<file path="src/rtl/core/maze_wall_follower_mapper_macros.svh">
// Assertion macros for the maze wall-follower mapper.
// Included by the RTL files that carry concurrent assertions.
`ifndef MAZE_WALL_FOLLOWER_MAPPER_MACROS_SVH
`define MAZE_WALL_FOLLOWER_MAPPER_MACROS_SVH
`ifndef SYNTH
// Check a property on every rising clock edge outside reset.
`define MWF_ASSERT_RST(label, clk, rst, prop, msg) \
   label: assert property (@(posedge clk) disable iff (rst) prop) else $error(msg);
// Check that a condition implies a consequence in the same cycle.
`define MWF_ASSERT_IMP(label, clk, rst, ante, cons, msg) \
   `MWF_ASSERT_RST(label, clk, rst, (ante) |-> (cons), msg)
`else
`define MWF_ASSERT_RST(label, clk, rst, prop, msg)
`define MWF_ASSERT_IMP(label, clk, rst, ante, cons, msg)
`endif
`endif

</file>
<file path="src/rtl/core/mwf_pkg.sv">
// Shared types, codes and grid helpers for the maze wall-follower mapper.
// No dependencies.
`default_nettype none
package mwf_pkg;

   localparam int GRID_SIZE_DEF = 9;
   localparam int CELL_W        = 5;   // bit 4 visited, bits 0..3 walls N E S W

   localparam logic [15:0] THRESH_RST  = 16'd100;
   localparam logic [3:0]  START_X_RST = 4'd1;
   localparam logic [3:0]  START_Y_RST = 4'd1;
   localparam logic [1:0]  START_H_RST = 2'd0;

   typedef enum logic [1:0] {
      OP_RESTART = 2'd0,
      OP_PLAN    = 2'd1,
      OP_APPLY   = 2'd2,
      OP_NOP     = 2'd3
   } opcode_type;

   typedef enum logic [2:0] {
      CMD_NONE = 3'd0,
      CMD_F    = 3'd1,
      CMD_RF   = 3'd2,
      CMD_LF   = 3'd3,
      CMD_RR   = 3'd4
   } command_type;

   typedef enum logic [1:0] {
      REG_THRESH  = 2'd0,
      REG_START_X = 2'd1,
      REG_START_Y = 2'd2,
      REG_START_H = 2'd3
   } reg_index_type;

   typedef enum logic [3:0] {
      ST_CLR, ST_START, ST_IDLE,
      ST_P_RDC, ST_P_WRC, ST_P_RDN, ST_P_WRN, ST_P_DEC,
      ST_A_RDC, ST_A_CHK, ST_A_WRT, ST_FIN
   } state_type;

   typedef struct packed {
      logic [1:0]  opcode;
      logic [15:0] left_mm;
      logic [15:0] front_mm;
      logic [15:0] right_mm;
      logic [1:0]  turn_quarters;
      logic        move_forward;
   } req_type;

   typedef struct packed {
      logic [2:0] command;
      logic [3:0] pos_x;
      logic [3:0] pos_y;
      logic [1:0] heading_out;
      logic [6:0] visited_count;
   } rsp_type;

   typedef struct packed {
      logic [15:0] block_thresh_mm;
      logic [3:0]  start_x;
      logic [3:0]  start_y;
      logic [1:0]  start_heading;
   } cfg_type;

   // Corner cells and the edge cells adjacent to them are cut out of the grid.
   function automatic logic is_removed(input logic [4:0] x, input logic [4:0] y,
                                       input logic [4:0] m);
      logic xe, ye;
      xe = (x == 5'd0) || (x == m);
      ye = (y == 5'd0) || (y == m);
      return (xe && ye) || (xe && (y == 5'd1 || y == m - 5'd1))
             || (ye && (x == 5'd1 || x == m - 5'd1));
   endfunction

   function automatic logic open_cell(input logic [4:0] x, input logic [4:0] y,
                                      input logic [4:0] g);
      return (x < g) && (y < g) && !is_removed(x, y, g - 5'd1);
   endfunction

endpackage
`default_nettype wire

</file>
<file path="src/rtl/core/mwf_ram.sv">
// Generic single-port RAM with registered read.
// No dependencies.
`default_nettype none
module mwf_ram #(
   parameter int WIDTH = 5,
   parameter int DEPTH = 81
) (
   input  wire logic                     clock,
   input  wire logic                     we,
   input  wire logic [$clog2(DEPTH)-1:0] addr,
   input  wire logic [WIDTH-1:0]         wdata,
   output logic      [WIDTH-1:0]         rdata
);
   logic [WIDTH-1:0] mem_ff [DEPTH];
   logic [WIDTH-1:0] rdata_ff;

   // Write port and registered read
   always_ff @(posedge clock) begin
      if (we) begin
         mem_ff[addr] <= wdata;
      end
      rdata_ff <= mem_ff[addr];
   end

   assign rdata = rdata_ff;
endmodule
`default_nettype wire

</file>
<file path="src/rtl/core/mwf_csr.sv">
// Configuration registers behind the APB-style port.
// Depends on mwf_pkg.
`default_nettype none
module mwf_csr (
   input  wire logic             clock,
   input  wire logic             reset,
   input  wire logic             psel,
   input  wire logic             penable,
   input  wire logic             pwrite,
   input  wire logic [3:0]       paddr,
   input  wire logic [31:0]      pwdata,
   output logic      [31:0]      prdata,
   output logic                  pready,
   output mwf_pkg::cfg_type      cfg
);
   mwf_pkg::cfg_type       cfg_ff, cfg_in;
   mwf_pkg::reg_index_type idx;

   assign idx    = mwf_pkg::reg_index_type'(paddr[3:2]);
   assign pready = 1'b1;

   // Decode writes
   always_comb begin
      cfg_in = cfg_ff;
      if (psel && penable && pwrite) begin
         unique case (idx)
            mwf_pkg::REG_THRESH:  cfg_in.block_thresh_mm = pwdata[15:0];
            mwf_pkg::REG_START_X: cfg_in.start_x         = pwdata[3:0];
            mwf_pkg::REG_START_Y: cfg_in.start_y         = pwdata[3:0];
            mwf_pkg::REG_START_H: cfg_in.start_heading   = pwdata[1:0];
         endcase
      end
   end

   always_ff @(posedge clock) begin
      if (reset) begin
         cfg_ff.block_thresh_mm <= mwf_pkg::THRESH_RST;
         cfg_ff.start_x         <= mwf_pkg::START_X_RST;
         cfg_ff.start_y         <= mwf_pkg::START_Y_RST;
         cfg_ff.start_heading   <= mwf_pkg::START_H_RST;
      end else begin
         cfg_ff <= cfg_in;
      end
   end

   // Read mux
   always_comb begin
      unique case (idx)
         mwf_pkg::REG_THRESH:  prdata = {16'd0, cfg_ff.block_thresh_mm};
         mwf_pkg::REG_START_X: prdata = {28'd0, cfg_ff.start_x};
         mwf_pkg::REG_START_Y: prdata = {28'd0, cfg_ff.start_y};
         mwf_pkg::REG_START_H: prdata = {30'd0, cfg_ff.start_heading};
      endcase
   end

   assign cfg = cfg_ff;
endmodule
`default_nettype wire

</file>
<file path="src/rtl/core/mwf_core.sv">
// Sequencer and datapath: read-modify-write of the cell map, pose and count.
// Depends on mwf_pkg, mwf_ram and the assertion macro header.
`default_nettype none
`include "maze_wall_follower_mapper_macros.svh"
module mwf_core #(
   parameter int GRID_SIZE = mwf_pkg::GRID_SIZE_DEF
) (
   input  wire logic             clock,
   input  wire logic             reset,
   input  wire mwf_pkg::cfg_type cfg,
   input  wire logic             req_valid,
   output logic                  req_ready,
   input  wire mwf_pkg::req_type req_data,
   output logic                  rsp_valid,
   input  wire logic             rsp_ready,
   output mwf_pkg::rsp_type      rsp_data
);
   localparam int CELLS  = GRID_SIZE * GRID_SIZE;
   localparam int ADDR_W = $clog2(CELLS);
   localparam int CW     = mwf_pkg::CELL_W;
   localparam logic [4:0] GRID_G = 5'(GRID_SIZE);
   localparam logic [ADDR_W-1:0] LAST_ADDR = ADDR_W'(CELLS - 1);

   mwf_pkg::state_type state_ff, state_in;
   logic [3:0]        x_ff, x_in, y_ff, y_in;
   logic [1:0]        h_ff, h_in, dir_ff, dir_in;
   logic [6:0]        vis_ff, vis_in;
   logic [ADDR_W-1:0] clr_ff, clr_in;
   logic [3:0]        sens_ff, sens_in, add_ff, add_in, walls_ff, walls_in;
   logic [3:0]        visn_ff, visn_in;
   logic [2:0]        cmd_ff, cmd_in;
   logic              emit_ff, emit_in, fwd_ff, fwd_in;
   logic              rsp_valid_ff, rsp_valid_in;
   mwf_pkg::rsp_type  rsp_ff, rsp_in;

   logic              ram_we;
   logic [ADDR_W-1:0] ram_addr;
   logic [CW-1:0]     ram_wdata, ram_rdata;

   logic [4:0]        nx [4];
   logic [4:0]        ny [4];
   logic [3:0]        n_on, n_open;
   logic [ADDR_W-1:0] n_addr [4];
   logic [ADDR_W-1:0] cur_addr;
   logic              cur_on, cur_open;
   logic [9:0]        cur_lin;
   logic [9:0]        n_lin [4];
   logic [3:0]        ok0, ok1;
   logic [1:0]        pick;
   logic              found;
   logic [2:0]        cmd_dec;
   logic [3:0]        walls_new;

   mwf_ram #(.WIDTH(CW), .DEPTH(CELLS)) u_map (
      .clock (clock),
      .we    (ram_we),
      .addr  (ram_addr),
      .wdata (ram_wdata),
      .rdata (ram_rdata)
   );

   // Current cell and its four neighbors
   always_comb begin
      cur_on   = ({1'b0, x_ff} < GRID_G) && ({1'b0, y_ff} < GRID_G);
      cur_open = mwf_pkg::open_cell({1'b0, x_ff}, {1'b0, y_ff}, GRID_G);
      cur_lin  = 10'(y_ff) * 10'(GRID_SIZE) + 10'(x_ff);
      cur_addr = cur_lin[ADDR_W-1:0];
      for (int d = 0; d < 4; d++) begin
         nx[d] = {1'b0, x_ff} + ((d == 1) ? 5'd1 : 5'd0) - ((d == 3) ? 5'd1 : 5'd0);
         ny[d] = {1'b0, y_ff} + ((d == 0) ? 5'd1 : 5'd0) - ((d == 2) ? 5'd1 : 5'd0);
         n_on[d]   = (nx[d] < GRID_G) && (ny[d] < GRID_G);
         n_open[d] = mwf_pkg::open_cell(nx[d], ny[d], GRID_G);
         n_lin[d]  = 10'(ny[d]) * 10'(GRID_SIZE) + 10'(nx[d]);
         n_addr[d] = n_lin[d][ADDR_W-1:0];
      end
   end

   // Right-hand choice: right, forward, left, back; unvisited first
   always_comb begin
      logic [1:0] c;
      c = '0;
      for (int i = 0; i < 4; i++) begin
         unique case (i)
            0: c = h_ff + 2'd1;
            1: c = h_ff;
            2: c = h_ff + 2'd3;
            default: c = h_ff + 2'd2;
         endcase
         ok1[i] = n_open[c] && !walls_ff[c];
         ok0[i] = ok1[i] && !visn_ff[c];
      end
      found = 1'b1;
      priority if (ok0[0]) pick = h_ff + 2'd1;
      else if (ok0[1])     pick = h_ff;
      else if (ok0[2])     pick = h_ff + 2'd3;
      else if (ok0[3])     pick = h_ff + 2'd2;
      else if (ok1[0])     pick = h_ff + 2'd1;
      else if (ok1[1])     pick = h_ff;
      else if (ok1[2])     pick = h_ff + 2'd3;
      else if (ok1[3])     pick = h_ff + 2'd2;
      else begin
         pick  = h_ff;
         found = 1'b0;
      end
      priority if (!found || walls_ff[pick]) cmd_dec = mwf_pkg::CMD_NONE;
      else if (pick == h_ff)                 cmd_dec = mwf_pkg::CMD_F;
      else if (pick == h_ff + 2'd1)          cmd_dec = mwf_pkg::CMD_RF;
      else if (pick == h_ff + 2'd3)          cmd_dec = mwf_pkg::CMD_LF;
      else                                   cmd_dec = mwf_pkg::CMD_RR;
   end

   assign walls_new = ram_rdata[3:0] | add_ff;

   // Next state and datapath
   always_comb begin
      state_in     = state_ff;
      x_in = x_ff;  y_in = y_ff;  h_in = h_ff;  dir_in = dir_ff;
      vis_in       = vis_ff;
      clr_in       = clr_ff;
      sens_in      = sens_ff;
      add_in       = add_ff;
      walls_in     = walls_ff;
      visn_in      = visn_ff;
      cmd_in       = cmd_ff;
      emit_in      = emit_ff;
      fwd_in       = fwd_ff;
      rsp_in       = rsp_ff;
      rsp_valid_in = rsp_valid_ff && !rsp_ready;
      ram_we       = 1'b0;
      ram_addr     = cur_addr;
      ram_wdata    = '0;
      req_ready    = 1'b0;

      unique case (state_ff)
         // Sweep the map to zero
         mwf_pkg::ST_CLR: begin
            ram_we   = 1'b1;
            ram_addr = clr_ff;
            if (clr_ff == LAST_ADDR) begin
               state_in = mwf_pkg::ST_START;
            end else begin
               clr_in = clr_ff + 1'b1;
            end
         end
         // Mark the start cell
         mwf_pkg::ST_START: begin
            ram_we    = cur_open;
            ram_wdata = CW'(5'b10000);
            vis_in    = cur_open ? 7'd1 : 7'd0;
            state_in  = emit_ff ? mwf_pkg::ST_FIN : mwf_pkg::ST_IDLE;
         end
         mwf_pkg::ST_IDLE: begin
            req_ready = 1'b1;
            if (req_valid) begin
               emit_in = 1'b1;
               cmd_in  = mwf_pkg::CMD_NONE;
               unique case (mwf_pkg::opcode_type'(req_data.opcode))
                  mwf_pkg::OP_RESTART: begin
                     x_in     = cfg.start_x;
                     y_in     = cfg.start_y;
                     h_in     = cfg.start_heading;
                     clr_in   = '0;
                     vis_in   = '0;
                     state_in = mwf_pkg::ST_CLR;
                  end
                  mwf_pkg::OP_PLAN: begin
                     sens_in = '0;
                     if (req_data.left_mm != 16'd0
                         && req_data.left_mm <= cfg.block_thresh_mm)
                        sens_in[h_ff + 2'd3] = 1'b1;
                     if (req_data.front_mm != 16'd0
                         && req_data.front_mm <= cfg.block_thresh_mm)
                        sens_in[h_ff] = 1'b1;
                     if (req_data.right_mm != 16'd0
                         && req_data.right_mm <= cfg.block_thresh_mm)
                        sens_in[h_ff + 2'd1] = 1'b1;
                     state_in = mwf_pkg::ST_P_RDC;
                  end
                  mwf_pkg::OP_APPLY: begin
                     h_in     = h_ff + req_data.turn_quarters;
                     fwd_in   = req_data.move_forward;
                     state_in = mwf_pkg::ST_A_RDC;
                  end
                  mwf_pkg::OP_NOP: state_in = mwf_pkg::ST_FIN;
               endcase
            end
         end
         // Plan: read current cell, fold in new walls
         mwf_pkg::ST_P_RDC: begin
            add_in   = sens_ff | ~n_open;
            state_in = cur_on ? mwf_pkg::ST_P_WRC : mwf_pkg::ST_FIN;
         end
         mwf_pkg::ST_P_WRC: begin
            ram_we    = 1'b1;
            ram_wdata = {ram_rdata[4], walls_new};
            walls_in  = walls_new;
            dir_in    = 2'd0;
            state_in  = mwf_pkg::ST_P_RDN;
         end
         // Plan: mirror walls into each neighbor, pick up visited marks
         mwf_pkg::ST_P_RDN: begin
            ram_addr = n_addr[dir_ff];
            state_in = mwf_pkg::ST_P_WRN;
         end
         mwf_pkg::ST_P_WRN: begin
            ram_addr  = n_addr[dir_ff];
            ram_we    = n_on[dir_ff] && add_ff[dir_ff];
            ram_wdata = ram_rdata | CW'(4'b0001 << (dir_ff + 2'd2));
            visn_in[dir_ff] = n_on[dir_ff] && ram_rdata[4];
            dir_in    = dir_ff + 2'd1;
            state_in  = (dir_ff == 2'd3) ? mwf_pkg::ST_P_DEC : mwf_pkg::ST_P_RDN;
         end
         mwf_pkg::ST_P_DEC: begin
            cmd_in   = cmd_dec;
            state_in = mwf_pkg::ST_FIN;
         end
         // Apply: check the way ahead, then move and mark
         mwf_pkg::ST_A_RDC: begin
            state_in = (fwd_ff && cur_on && n_open[h_ff]) ? mwf_pkg::ST_A_CHK
                                                          : mwf_pkg::ST_FIN;
         end
         mwf_pkg::ST_A_CHK: begin
            ram_addr = n_addr[h_ff];
            state_in = ram_rdata[h_ff] ? mwf_pkg::ST_FIN : mwf_pkg::ST_A_WRT;
         end
         mwf_pkg::ST_A_WRT: begin
            ram_addr  = n_addr[h_ff];
            ram_we    = !ram_rdata[4];
            ram_wdata = {1'b1, ram_rdata[3:0]};
            if (!ram_rdata[4] && vis_ff != 7'd127) begin
               vis_in = vis_ff + 7'd1;
            end
            x_in     = nx[h_ff][3:0];
            y_in     = ny[h_ff][3:0];
            state_in = mwf_pkg::ST_FIN;
         end
         // Hand the result to the output register
         mwf_pkg::ST_FIN: begin
            if (!rsp_valid_ff || rsp_ready) begin
               rsp_valid_in          = 1'b1;
               rsp_in.command        = cmd_ff;
               rsp_in.pos_x          = x_ff;
               rsp_in.pos_y          = y_ff;
               rsp_in.heading_out    = h_ff;
               rsp_in.visited_count  = vis_ff;
               emit_in               = 1'b0;
               state_in              = mwf_pkg::ST_IDLE;
            end
         end
         default: state_in = mwf_pkg::ST_IDLE;
      endcase
   end

   always_ff @(posedge clock) begin
      if (reset) begin
         state_ff     <= mwf_pkg::ST_CLR;
         x_ff         <= mwf_pkg::START_X_RST;
         y_ff         <= mwf_pkg::START_Y_RST;
         h_ff         <= mwf_pkg::START_H_RST;
         vis_ff       <= '0;
         clr_ff       <= '0;
         emit_ff      <= 1'b0;
         rsp_valid_ff <= 1'b0;
      end else begin
         state_ff     <= state_in;
         x_ff         <= x_in;
         y_ff         <= y_in;
         h_ff         <= h_in;
         vis_ff       <= vis_in;
         clr_ff       <= clr_in;
         emit_ff      <= emit_in;
         rsp_valid_ff <= rsp_valid_in;
      end
   end

   always_ff @(posedge clock) begin
      dir_ff   <= dir_in;
      sens_ff  <= sens_in;
      add_ff   <= add_in;
      walls_ff <= walls_in;
      visn_ff  <= visn_in;
      cmd_ff   <= cmd_in;
      fwd_ff   <= fwd_in;
      rsp_ff   <= rsp_in;
   end

   assign rsp_valid = rsp_valid_ff;
   assign rsp_data  = rsp_ff;

   `MWF_ASSERT_IMP(a_no_write_idle, clock, reset, state_ff == mwf_pkg::ST_IDLE, !ram_we, "map written while idle")
   `MWF_ASSERT_RST(a_count_stable, clock, reset, (state_ff != mwf_pkg::ST_IDLE && state_ff != mwf_pkg::ST_START && state_ff != mwf_pkg::ST_A_WRT) |=> $stable(vis_ff), "visited count moved outside update states")
   `MWF_ASSERT_RST(a_fin_loads, clock, reset, (state_ff == mwf_pkg::ST_FIN) && (!rsp_valid_ff || rsp_ready) |=> rsp_valid_ff, "finished item not presented")
endmodule
`default_nettype wire

</file>
<file path="src/rtl/core/maze_wall_follower_mapper.sv">
// Top level of the maze wall-follower mapper: CSR block and map sequencer.
// Depends on mwf_pkg, mwf_csr, mwf_core (which holds the map RAM).
//
// One item at a time. A plan does a current-cell read-modify-write and one
// read-modify-write per neighbor through the single map RAM port, and skips
// all of them when the robot sits off the grid. A restart clears one RAM
// word per cycle. After reset the same clearing pass runs with req_ready
// low; CSR writes are taken throughout.
`default_nettype none
module maze_wall_follower_mapper #(
   parameter int GRID_SIZE = mwf_pkg::GRID_SIZE_DEF
) (
   input  wire logic             clock,
   input  wire logic             reset,
   input  wire logic             req_valid,
   output logic                  req_ready,
   input  wire mwf_pkg::req_type req_data,
   output logic                  rsp_valid,
   input  wire logic             rsp_ready,
   output mwf_pkg::rsp_type      rsp_data,
   input  wire logic             psel,
   input  wire logic             penable,
   input  wire logic             pwrite,
   input  wire logic [3:0]       paddr,
   input  wire logic [31:0]      pwdata,
   output logic      [31:0]      prdata,
   output logic                  pready
);
   mwf_pkg::cfg_type cfg;

   mwf_csr u_csr (
      .clock   (clock),
      .reset   (reset),
      .psel    (psel),
      .penable (penable),
      .pwrite  (pwrite),
      .paddr   (paddr),
      .pwdata  (pwdata),
      .prdata  (prdata),
      .pready  (pready),
      .cfg     (cfg)
   );

   mwf_core #(.GRID_SIZE(GRID_SIZE)) u_core (
      .clock     (clock),
      .reset     (reset),
      .cfg       (cfg),
      .req_valid (req_valid),
      .req_ready (req_ready),
      .req_data  (req_data),
      .rsp_valid (rsp_valid),
      .rsp_ready (rsp_ready),
      .rsp_data  (rsp_data)
   );
endmodule
`default_nettype wire
</file>
<file path="config.mk">
export PLATFORM = sky130hd
export DESIGN_NAME = maze_wall_follower_mapper
export DESIGN_NICKNAME = d
export VERILOG_FILES = /design/src/rtl/core/mwf_pkg.sv /design/src/rtl/core/mwf_ram.sv /design/src/rtl/core/mwf_csr.sv /design/src/rtl/core/mwf_core.sv /design/src/rtl/core/maze_wall_follower_mapper.sv
export VERILOG_INCLUDE_DIRS = /design/src /design/src/rtl/core
export SDC_FILE = /design/constraint.sdc
export NUM_CORES = 1
export LEC_CHECK = 0
export BUFFER_PORTS_ARGS = -buffer_cell sky130_fd_sc_hd__buf_2
export CORE_MARGIN = 2
export CORE_UTILIZATION = 36
export DETAILED_ROUTE_END_ITERATION = 10
export GPL_ROUTABILITY_DRIVEN = 0
export GPL_TIMING_DRIVEN = 0
export PLACE_DENSITY = 0.57
export SLEW_MARGIN = 40
export SYNTH_ARGS = -nofsm -noshare
export SYNTH_HDL_FRONTEND = slang
export SYNTH_HIERARCHICAL = 1
export SYNTH_SLANG_ARGS = --single-unit
</file>
<file path="constraint.sdc">
create_clock -name clock -period 7.8 [get_ports clock]
set_clock_uncertainty 0.15 [all_clocks]
set_input_delay 0.78 -clock clock [delete_from_list [all_inputs] [get_ports clock]]
set_output_delay 0.78 -clock clock [all_outputs]
set_load 0.1 [all_outputs]
</file>
# Yosys cells after proc, flatten, opt, wreduce, memory -nomap -nowiden
# Memory sizes are Yosys's and may differ from the RTL's. A register that Yosys moved wholly into a read port is not among the register bits.
# Index checks and enable logic that the tools add are counted.
dict set report totals {
  reg_bits 98
  ram_bits 405
  input_bits 96
  output_inout_bits 55
  mem_count 1
}
dict set report op_classes {
  addsub 17
  multipliers 4
  magnitude_cmp 22
  eq_ne 47
  shift 1
  mux 121
  bitwise_logic 8
  n_reduce_logical 130
}
# name words word_bits rd rd_clocked_by_memory_dff write_ports line
set mem_list {}
lappend mem_list {u_core.u_map.mem_ff 81 5 1 1 1 mwf_ram.sv:14} ;# logic [WIDTH-1:0] mem_ff [DEPTH];
# op n
set ops {}
lappend ops {{$pmux W32 S4} 1}
lappend ops {{$mux W4} 22}
lappend ops {{$mux W7} 8}
lappend ops {{$le A16 B16 Y1} 3}
lappend ops {{$logic_and A1 B1 Y1} 48}
lappend ops {{$reduce_bool A16 Y1} 3}
lappend ops {{$pmux W4 S11} 1}
lappend ops {{$pmux W7 S3} 2}
lappend ops {{$mux W1} 37}
lappend ops {{$bmux W1 S2} 16}
lappend ops {{$logic_not A5 Y1} 6}
lappend ops {{$bmux W7 S2} 2}
lappend ops {{$logic_or A1 B1 Y1} 26}
lappend ops {{$eq A4 B3 Y1 const B} 6}
lappend ops {{$eq A4 B4 Y1 const B} 6}
lappend ops {{$add A7 B4 Y7} 3}
lappend ops {{$bmux W5 S2} 2}
lappend ops {{$eq A5 B1 Y1 const B} 4}
lappend ops {{$eq A5 B3 Y1 const B} 4}
lappend ops {{$eq A5 B4 Y1 const B} 4}
lappend ops {{$lt A5 B4 Y1 const B} 4}
lappend ops {{$mux W2} 10}
lappend ops {{$pmux W5 S4} 1}
lappend ops {{$lt A2 B3 Y1 const B} 6}
lappend ops {{other kinds (46)} 125}

# Longest topological paths before layout
# Gate-level depths: netlist of the first run.
dict set report logic_depth {
  depth_word 25
  depth_mapped 21
}

# Modules after synthesis
# Netlist of the first run, hierarchy kept.
# mod instances cells_per_inst area_per_inst_um2 seq_area_each_um2
set by_module_without_submodules {}
lappend by_module_without_submodules {mwf_ram 1 880 16188.0 12261.8}
lappend by_module_without_submodules {mwf_core 1 860 7805.0 1861.8}
lappend by_module_without_submodules {mwf_csr 1 157 1470.2 520.5}

# Worst setup path after synthesis of the first run
# OpenSTA, ideal clock, no wires.
dict set report synth_path {
  kind {reg-to-reg}
  startpoint {register u_core.y_ff[1]}
  endpoint {memory u_core.u_map.mem_ff[38][0], enable pin}
  setup_ps 340
  arrival_time_ps 4490
  t_required_ps 7310
  path_slack_ps 2821
  path_stages_with_launch 18
  path_cell_list {dfxtp_1 inv_1 ha_1 inv_1 ha_1 ha_1 inv_1 fa_1 mux4_2 o32ai_1 a221o_1 buf_2 buf_6 buf_4 buf_2 buf_2 nand3_1 nor2_1}
}
dict set report synth_via {
  word_cells_on_any_way 45
  classes_between {add/sub (7); mul (4); order compare (3); eq/ne (3); mux (12); reduce/logical (16)}
}
# item line
set synth_lines {}
lappend synth_lines {{from (decl)} mwf_core.sv:25} ;# logic [3:0] x_ff, x_in, y_ff, y_in;
lappend synth_lines {{from (signal assigned)} mwf_core.sv:258} ;# y_ff <= mwf_pkg::START_Y_RST;
lappend synth_lines {{from (signal assigned)} mwf_core.sv:267} ;# y_ff <= y_in;
lappend synth_lines {{$sub A4 B1 Y5 / $add A4 B1 Y5 (equally long branches)} mwf_core.sv:70} ;# ny[d] = {1'b0, y_ff} + ((d == 0) ? 5'd1 : 5'd0) - ((d == 2) ? 5'd1 : 5'd0);
lappend synth_lines {{$mul A5 B4 Y7} mwf_core.sv:73} ;# n_lin[d] = 10'(ny[d]) * 10'(GRID_SIZE) + 10'(nx[d]);
lappend synth_lines {{$add A7 B4 Y7} mwf_core.sv:73}
lappend synth_lines {{$bmux W7 S2 (on tied branches)} n/a}
lappend synth_lines {{$mux W7 (on tied branches) (2 in a row)} n/a}
lappend synth_lines {{$pmux W7 S3 (*)} mwf_core.sv:134} ;# unique case (state_ff)
lappend synth_lines {{net u_core.ram_addr[2]} mwf_core.sv:37} ;# logic [ADDR_W-1:0] ram_addr;
lappend synth_lines {{to (decl)} mwf_ram.sv:14}
# Mark *: on every way through the listed nets, which the timed path passes. The rest lies on a longest branch. The select of a mux whose other input is x is not followed.

# Worst setup path in the final report of the first run
dict set report layout_path {
  startpoint {register u_core.y_ff[0]}
  endpoint {memory u_core.u_map.mem_ff[63][3], enable pin}
}
# Same word-level chain as after synthesis.

==> results of run 1 <==
## state kept, by name, indices dropped and copies added, names as in the netlist, 5 cells and up
register             count
u_core/u_map/mem_ff    405
u_csr/cfg               26
u_core/rsp_data         20
u_core/clr_ff            7
u_core/vis_ff            7
u_core/u_map/rdata       5
## metal layers
metal  GRT usage, %  wire, um  vias up  share of wire [%]
met3           3.46      5980      169                7.7
met4           7.21      2700        0                3.5
met5              0         0        -                  0
met2           34.1     36500      880                 47
li1               -         -     7696                  -
met1           27.8     32200     8885                 42
## metrics by stage
stage                     cells  util (%)  cell area, sq um
final                      3075      41.8             29300
after global routing       3075      41.8             29300
after CTS                  3074      41.8             29300
after detailed placement   2973      39.2             27500
after global placement     2965      38.9             27300
after floorplan            1912         -             25500
## power breakdown
group          switching, mW  internal [mW]  total [mW]
clock network           1.11           1.49        2.60
logic                  0.337          0.163       0.500
registers             0.0133           2.94        2.95
## cells in the final DEF (no fill, tap or decap), drive strengths merged, types with 61 or more instances in the layout
cell,Yosys,layout
edfxtp,447,447
nor2,191,191
buf,67,188
ha,120,120
clkbuf,43,109
nand2,76,76
mux4,70,70
inv,68,69
o21ai,64,64
dfxtp,61,61
## synthesized netlist by cell type, drive strengths merged (12+ instances only)
cell,n
a21o,18
a21oi,60
a221o,12
a221oi,36
a22oi,27
and2,25
and3,15
buf,67
clkbuf,43
dfxtp,61
edfxtp,447
ha,120
inv,68
mux2,33
mux2i,45
mux4,70
nand2,76
nand2b,41
nand3,35
nand4,17
nor2,191
nor2b,19
nor3,29
nor4,24
o211ai,16
o21a,18
o21ai,64
o221ai,13
or2,14
xnor2,33
xor2,20
## cells by family after synthesis
logic type	Yosys count	synth area share (%)
buffers and inverters	179	3.64
other	2	0.0295
flip-flops	508	57.5
adder cells (fa/ha/maj)	129	6.45
XOR/XNOR	53	1.99
multiplexers	148	9.43
AO/OA/AOI/OAI	355	10.3
AND/OR/NAND/NOR	523	10.7
## worst register-to-register path: cells and delay by family, from the launching register on
kind,cells,cell delay [ns]
adder cells (fa/ha/maj),4,1.49
AND/OR/NAND/NOR,2,1.54
flip-flops,1,0.82
AO/OA/AOI/OAI,2,0.47
multiplexers,1,0.47
buffers and inverters,8,2.24
## worst paths after layout
check                                         end  cells after the start                            from
max reg2reg  u_core/u_map/mem_ff[63][3]$_DFFE_PP_                     17     u_core/y_ff[0]$_SDFFE_PP1P_
min reg2reg         u_core/rsp_data[17]$_DFFE_PP_                      0  u_core/cmd_ff[0]$_SDFFCE_PP0P_
min                       u_core/fwd_ff$_DFFE_PP_                      1                     req_data[0]
max          u_core/u_map/mem_ff[63][3]$_DFFE_PP_                     17     u_core/y_ff[0]$_SDFFE_PP1P_
## final cells by class
| type | instances | area share (%) |
|---|---|---|
| Timing Repair Buffer | 121 | 2.45 |
| Multi-Input combinational cell | 1225 | 34.2 |
| Tap cell | 940 | 4.02 |
| Inverter | 69 | 0.884 |
| Buffer | 110 | 2.28 |
| Antenna cell | 1 | 0.00855 |
| Sequential cell | 508 | 50.0 |
| Clock buffer | 66 | 4.77 |
| Clock inverter | 35 | 1.36 |
==> flow_summary.rst, run 1 <==
.. list-table::
   :header-rows: 1

   * - Metric
     - Value
   * - Outcome
     - complete, no violations
   * - Number of flops mapped to enable cells by yosys
     - 447
   * - Number of max-slew violations in the final report
     - 0
   * - Accumulated negative setup slack
     - 0 ns
   * - Crit-path leading delay family
     - buffers and inverters
   * - Clock tree from TritonCTS
     - yes
   * - Clock sinks
     - 508
   * - Effective utilization at floorplan
     - 36.4%
   * - Post-synthesis cell type with the largest combined area
     - sky130_fd_sc_hd__edfxtp_1
   * - Gates resized, CTS repair
     - 0
   * - Number of hold violations in the final report
     - 0
   * - Net count, final
     - 2,310
   * - Total gr overflow
     - 0
   * - Wirelength, routed
     - 77.4 mm
   * - Transition time at the pin with the least slew margin
     - 0.979 ns
   * - Critical path arrival
     - 7.63 ns
   * - Global-route wire length before repair
     - 114 mm
   * - Number of antenna violations at the first check in global routing
     - 2
   * - Num ports
     - 151
   * - Clock Path Buffers
     - 3
   * - Synth Warn #
     - 6
   * - Maximum number of pins on one net before global-route repair
     - 54
   * - Post-route DRC violation count
     - 0
   * - Crit path max-delay cell type
     - sky130_fd_sc_hd__dfxtp_1
   * - Post-synthesis async set-or-reset flop share
     - 0%
   * - Type of the worst min-delay path
     - in -> reg
   * - Layout filler cell count
     - 6,507
   * - Vertical die dimension
     - 270 um
   * - Crit-path max cell delay
     - 0.82 ns
   * - # H-tree levels
     - 2
   * - Clock slew at reported path FFs
     - 0.07 ns
   * - Setup CP Type
     - reg -> reg
   * - Syn-to-layout area delta
     - 15.0%
   * - Vias in the first global route
     - 17,300
   * - Number of nets still failing antenna checks after routing
     - 0
   * - Starting DRC count in detailed routing
     - 2,078
   * - Tcrit/Tclk final
     - 96.4%
   * - Worst max-slew margin expressed relative to the limit
     - 34.5%
   * - Cells along the critical path
     - inv_1 -> ha_1 -> inv_1 -> ha_1 -> ha_1 -> inv_1 -> fa_1 -> mux4_2 -> o32ai_1 -> a221o_1 -> buf_2 -> buf_6 -> buf_4 -> buf_2 -> buf_2 -> nand3_1 -> nor2_1
   * - Total number of vias
     - 17,600
   * - Setup Slack @ Placement
     - 0.359 ns
   * - Post-route worst setup slack
     - 0.279 ns
   * - Max Freq
     - 133 MHz
   * - Highest net fanout along the worst path
     - 15
   * - Critical path buffer and inverter count
     - 8
   * - Data required time at the worst endpoint
     - 7.91 ns
   * - Share of final-layout standard cells stronger than drive strength 1
     - 20.9%
   * - Clock root buffer master
     - sky130_fd_sc_hd__clkbuf_16
   * - Ranking of synthesized cells by area
     - sky130_fd_sc_hd__edfxtp_1, sky130_fd_sc_hd__mux4_2, sky130_fd_sc_hd__ha_1, sky130_fd_sc_hd__dfxtp_1, sky130_fd_sc_hd__nor2_1
   * - Startpoint type of the worst setup path
     - flop
   * - Via-per-instance ratio
     - 5.73
   * - Post-synthesis instance area
     - 25,500 sq um
   * - Die Footprint
     - 72,900 sq um
   * - Primary FF master, synth
     - sky130_fd_sc_hd__edfxtp_1
   * - Port Buffers
     - 113
   * - HPWL reported at the end of detailed placement
     - 55.1 mm
   * - Leak
     - 10.0 nW
   * - Maximum Capacitance Violations
     - 0
   * - Clock network latency to the later pin of the worst-skew pair
     - 0.62 ns
   * - Setup repair after global routing missed its margin
     - no
   * - Sequential-to-total area share from yosys stat
     - 57.5%
   * - Pwr per Cell Area
     - 207 nW/um^2
   * - Core outline area
     - 70,000 sq um
   * - Netlist cell types
     - 114
   * - Hold Slack
     - 0.265 ns
   * - Final critical-path required period
     - 7.52 ns
   * - Share of Yosys cell area claimed by the top area cell type
     - 52.7%
   * - Post-detailed-route wirelength per cell
     - 25.2 um
   * - Mean Syn Cell Area
     - 13.4 sq um
   * - Max VDD drop
     - 179 uV
   * - Area of the multi-input gates
     - 10,000 sq um
   * - Critical Path Sink Type
     - flop
   * - Yosys reg bits
     - 508
   * - Detailed-router iteration count before antenna repair
     - 6
   * - Hold-fix buffers at CTS
     - 0
   * - Final setup violation count
     - 0
   * - Total global routing track utilization
     - 20.8%
   * - Count of mapped cells out of synthesis
     - 1,897
   * - Std cell rows
     - 97
   * - Post-CTS setup buffer count
     - 0
   * - Overall power consumption
     - 6.05 mW
   * - Reg area
     - 14,600 sq um
   * - Die Span X
     - 270 um
   * - Number of buffers created by CTS
     - 54
   * - R2R setup slack
     - 0.28 ns
Note: power is estimated with default switching activity, not from simulation.
==> run 2: changes to the inputs <==
CTS_BUF_LIST = sky130_fd_sc_hd__clkbuf_2 sky130_fd_sc_hd__clkbuf_4 sky130_fd_sc_hd__clkbuf_8   (was not set)
MAX_ROUTING_LAYER = met4   (was not set)
PLACE_DENSITY = 0.56   (was 0.57)
==> run 2 against run 1 <==
Hold slack got worse by 0.062 ns; sequential share of layout area fell by 0.18 points; via count increased by 1.2%; routed wire length rose by 1.7%; power down 0.61%; sequential cell count unchanged; critical path type unchanged.
==> flow_summary.rst, run 2 (synthesized netlist as in run 1, its figures left out) <==
.. list-table::
   :header-rows: 1

   * - Metric
     - Value
   * - Outcome
     - complete, no violations
   * - # H-tree levels
     - 3
   * - Starting DRC count in detailed routing
     - 2,062
   * - Post-route cell area
     - 29,400 sq um
   * - Worst max-slew margin expressed relative to the limit
     - 38.3%
   * - Setup repair after global routing missed its margin
     - yes
   * - Clock tree from TritonCTS
     - yes
   * - Data required time at the worst endpoint
     - 7.96 ns
   * - Top register by number of flip-flops
     - u_core/u_map/mem_ff
   * - Area of the multi-input gates
     - 10,000 sq um
   * - Gates resized, CTS repair
     - 0
   * - Commonest cells after routing, fill and taps aside
     - sky130_fd_sc_hd__edfxtp_1, sky130_fd_sc_hd__nor2_1, sky130_fd_sc_hd__buf_2
   * - Core outline area
     - 70,000 sq um
   * - Clock network latency to the later pin of the worst-skew pair
     - 0.72 ns
   * - Most frequent standard cell in the layout excluding fill and tap cells
     - sky130_fd_sc_hd__edfxtp_1
   * - Detailed-router iteration count before antenna repair
     - 6
   * - Number of hold violations in the final report
     - 0
   * - Reg area
     - 14,600 sq um
   * - Number of nets still failing antenna checks after routing
     - 0
   * - Cells along the critical path
     - inv_1 -> ha_1 -> inv_1 -> ha_1 -> ha_1 -> inv_1 -> fa_1 -> mux4_2 -> o32ai_1 -> a221o_1 -> buf_2 -> buf_6 -> buf_4 -> buf_2 -> buf_2 -> nand3_1 -> nor2_1
   * - Post-route DRC violation count
     - 0
   * - Syn-to-layout area delta
     - 15.4%
   * - Crit-path max cell delay
     - 0.83 ns
   * - Die Span X
     - 270 um
   * - Overall power consumption
     - 6.01 mW
   * - Total gr overflow
     - 0
   * - Vias in the first global route
     - 17,600
   * - Leak
     - 10.1 nW
   * - Total number of vias
     - 17,800
   * - Post-detailed-route wirelength per cell
     - 25.0 um
   * - Number of max-slew violations in the final report
     - 0
   * - Net count, final
     - 2,346
   * - Clock sinks
     - 508
   * - Layout filler cell count
     - 6,504
   * - Setup Slack @ Placement
     - 0.272 ns
   * - Maximum number of pins on one net before global-route repair
     - 52
   * - Critical Path Sink Type
     - flop
   * - Vertical die dimension
     - 270 um
   * - Tcrit/Tclk final
     - 97.2%
   * - Final critical-path required period
     - 7.58 ns
   * - Maximum Capacitance Violations
     - 0
   * - Share of final-layout standard cells stronger than drive strength 1
     - 23.2%
   * - Startpoint type of the worst setup path
     - flop
   * - Die Footprint
     - 72,900 sq um
   * - Type of the worst min-delay path
     - in -> reg
   * - Number of buffers created by CTS
     - 89
   * - Max Freq
     - 132 MHz
   * - Transition time at the pin with the least slew margin
     - 0.925 ns
   * - Crit path max-delay cell type
     - sky130_fd_sc_hd__dfxtp_1
   * - Setup CP Type
     - reg -> reg
   * - Final core utilization
     - 42.0%
   * - Final setup violation count
     - 0
   * - Max VDD drop
     - 131 uV
   * - HPWL reported at the end of detailed placement
     - 55.7 mm
   * - Clock Path Buffers
     - 3
   * - Port Buffers
     - 113
   * - Total global routing track utilization
     - 21.9%
   * - Critical path arrival
     - 7.74 ns
   * - Post-route worst setup slack
     - 0.222 ns
   * - Clock root buffer master
     - sky130_fd_sc_hd__clkbuf_8
   * - Effective utilization at floorplan
     - 36.4%
   * - Placed Instance Area
     - 27,500 sq um
   * - Pwr per Cell Area
     - 205 nW/um^2
   * - Std cell rows
     - 97
   * - Hold-critical path depth
     - 1
   * - Wirelength, routed
     - 78.7 mm
   * - Max FFs per register
     - 405
   * - Number of antenna violations at the first check in global routing
     - 3
   * - Clock slew at reported path FFs
     - 0.06 ns
   * - Highest net fanout along the worst path
     - 15
   * - Via-per-instance ratio
     - 5.68
   * - R2R depth
     - 17
   * - Num ports
     - 151
   * - Accumulated negative setup slack
     - 0 ns
   * - Global-route wire length before repair
     - 116 mm
-- run 2: area by class of cell --
cell class | instances | area share (%)
flip-flops and latches | 508 | 49.8
repair buffers | 122 | 2.54
clock buffers | 117 | 4.95
inverters | 69 | 0.881
multi-input cells | 1225 | 34.1
well taps | 940 | 4.00
diodes | 4 | 0.0341
plain buffers | 110 | 2.27
clock inverters | 47 | 1.39
-- run 2: timing repair --
action                                  in CTS  in global routing
hold buffers                                 0                  0
setup buffers                                0                  0
endpoints found under the setup margin       0                 10
-- run 2: final timing paths --
| check | slack [ns] | from | end |
|---|---|---|---|
| worst max register to register | 0.22 | u_core/y_ff[0]$_SDFFE_PP1P_ | u_core/u_map/mem_ff[29][3]$_DFFE_PP_ |
| worst min-delay path | 0.20 | req_data[0] | u_core/fwd_ff$_DFFE_PP_ |
| worst min register to register | 0.27 | u_core/cmd_ff[0]$_SDFFCE_PP0P_ | u_core/rsp_data[17]$_DFFE_PP_ |
| worst max-delay path | 0.22 | u_core/y_ff[0]$_SDFFE_PP1P_ | u_core/u_map/mem_ff[29][3]$_DFFE_PP_ |
-- run 2: per-stage QoR --
| stage | hold WS (ns) | instances |
|---|---|---|
| final | 0.203 | 3142 |
| after global routing | 0.142 | 3141 |
| after CTS | 0.131 | 3138 |
| after detailed placement | 0.257 | 2974 |
| after global placement | 0.267 | 2965 |
| after floorplan | 0.250 | 1912 |
-- run 2: critical path, delay by kind of cell (launching register included) --
family | cells | cell delay (ns)
compound gates | 2 | 0.51
mux | 1 | 0.47
fa+ha+maj | 4 | 1.51
flops | 1 | 0.83
simple gates | 2 | 1.51
buf+inv | 8 | 2.21
-- run 2: report_power, final --
part / switching [mW] / internal [mW] / leakage [nW]
sequential: 0.0128 / 2.94 / 4.28
combinational: 0.339 / 0.163 / 4.89
clock: 1.13 / 1.43 / 0.972
total: 1.48 / 4.53 / 10.1
-- run 2: layer usage --
layer	GRT usage [%]	vias up	routed length [um]
li1	-	7788	-
met1	29.0	9005	33200
met2	34.1	855	36800
met3	3.92	187	6060
met4	7.47	0	2700
met5	-	-	0
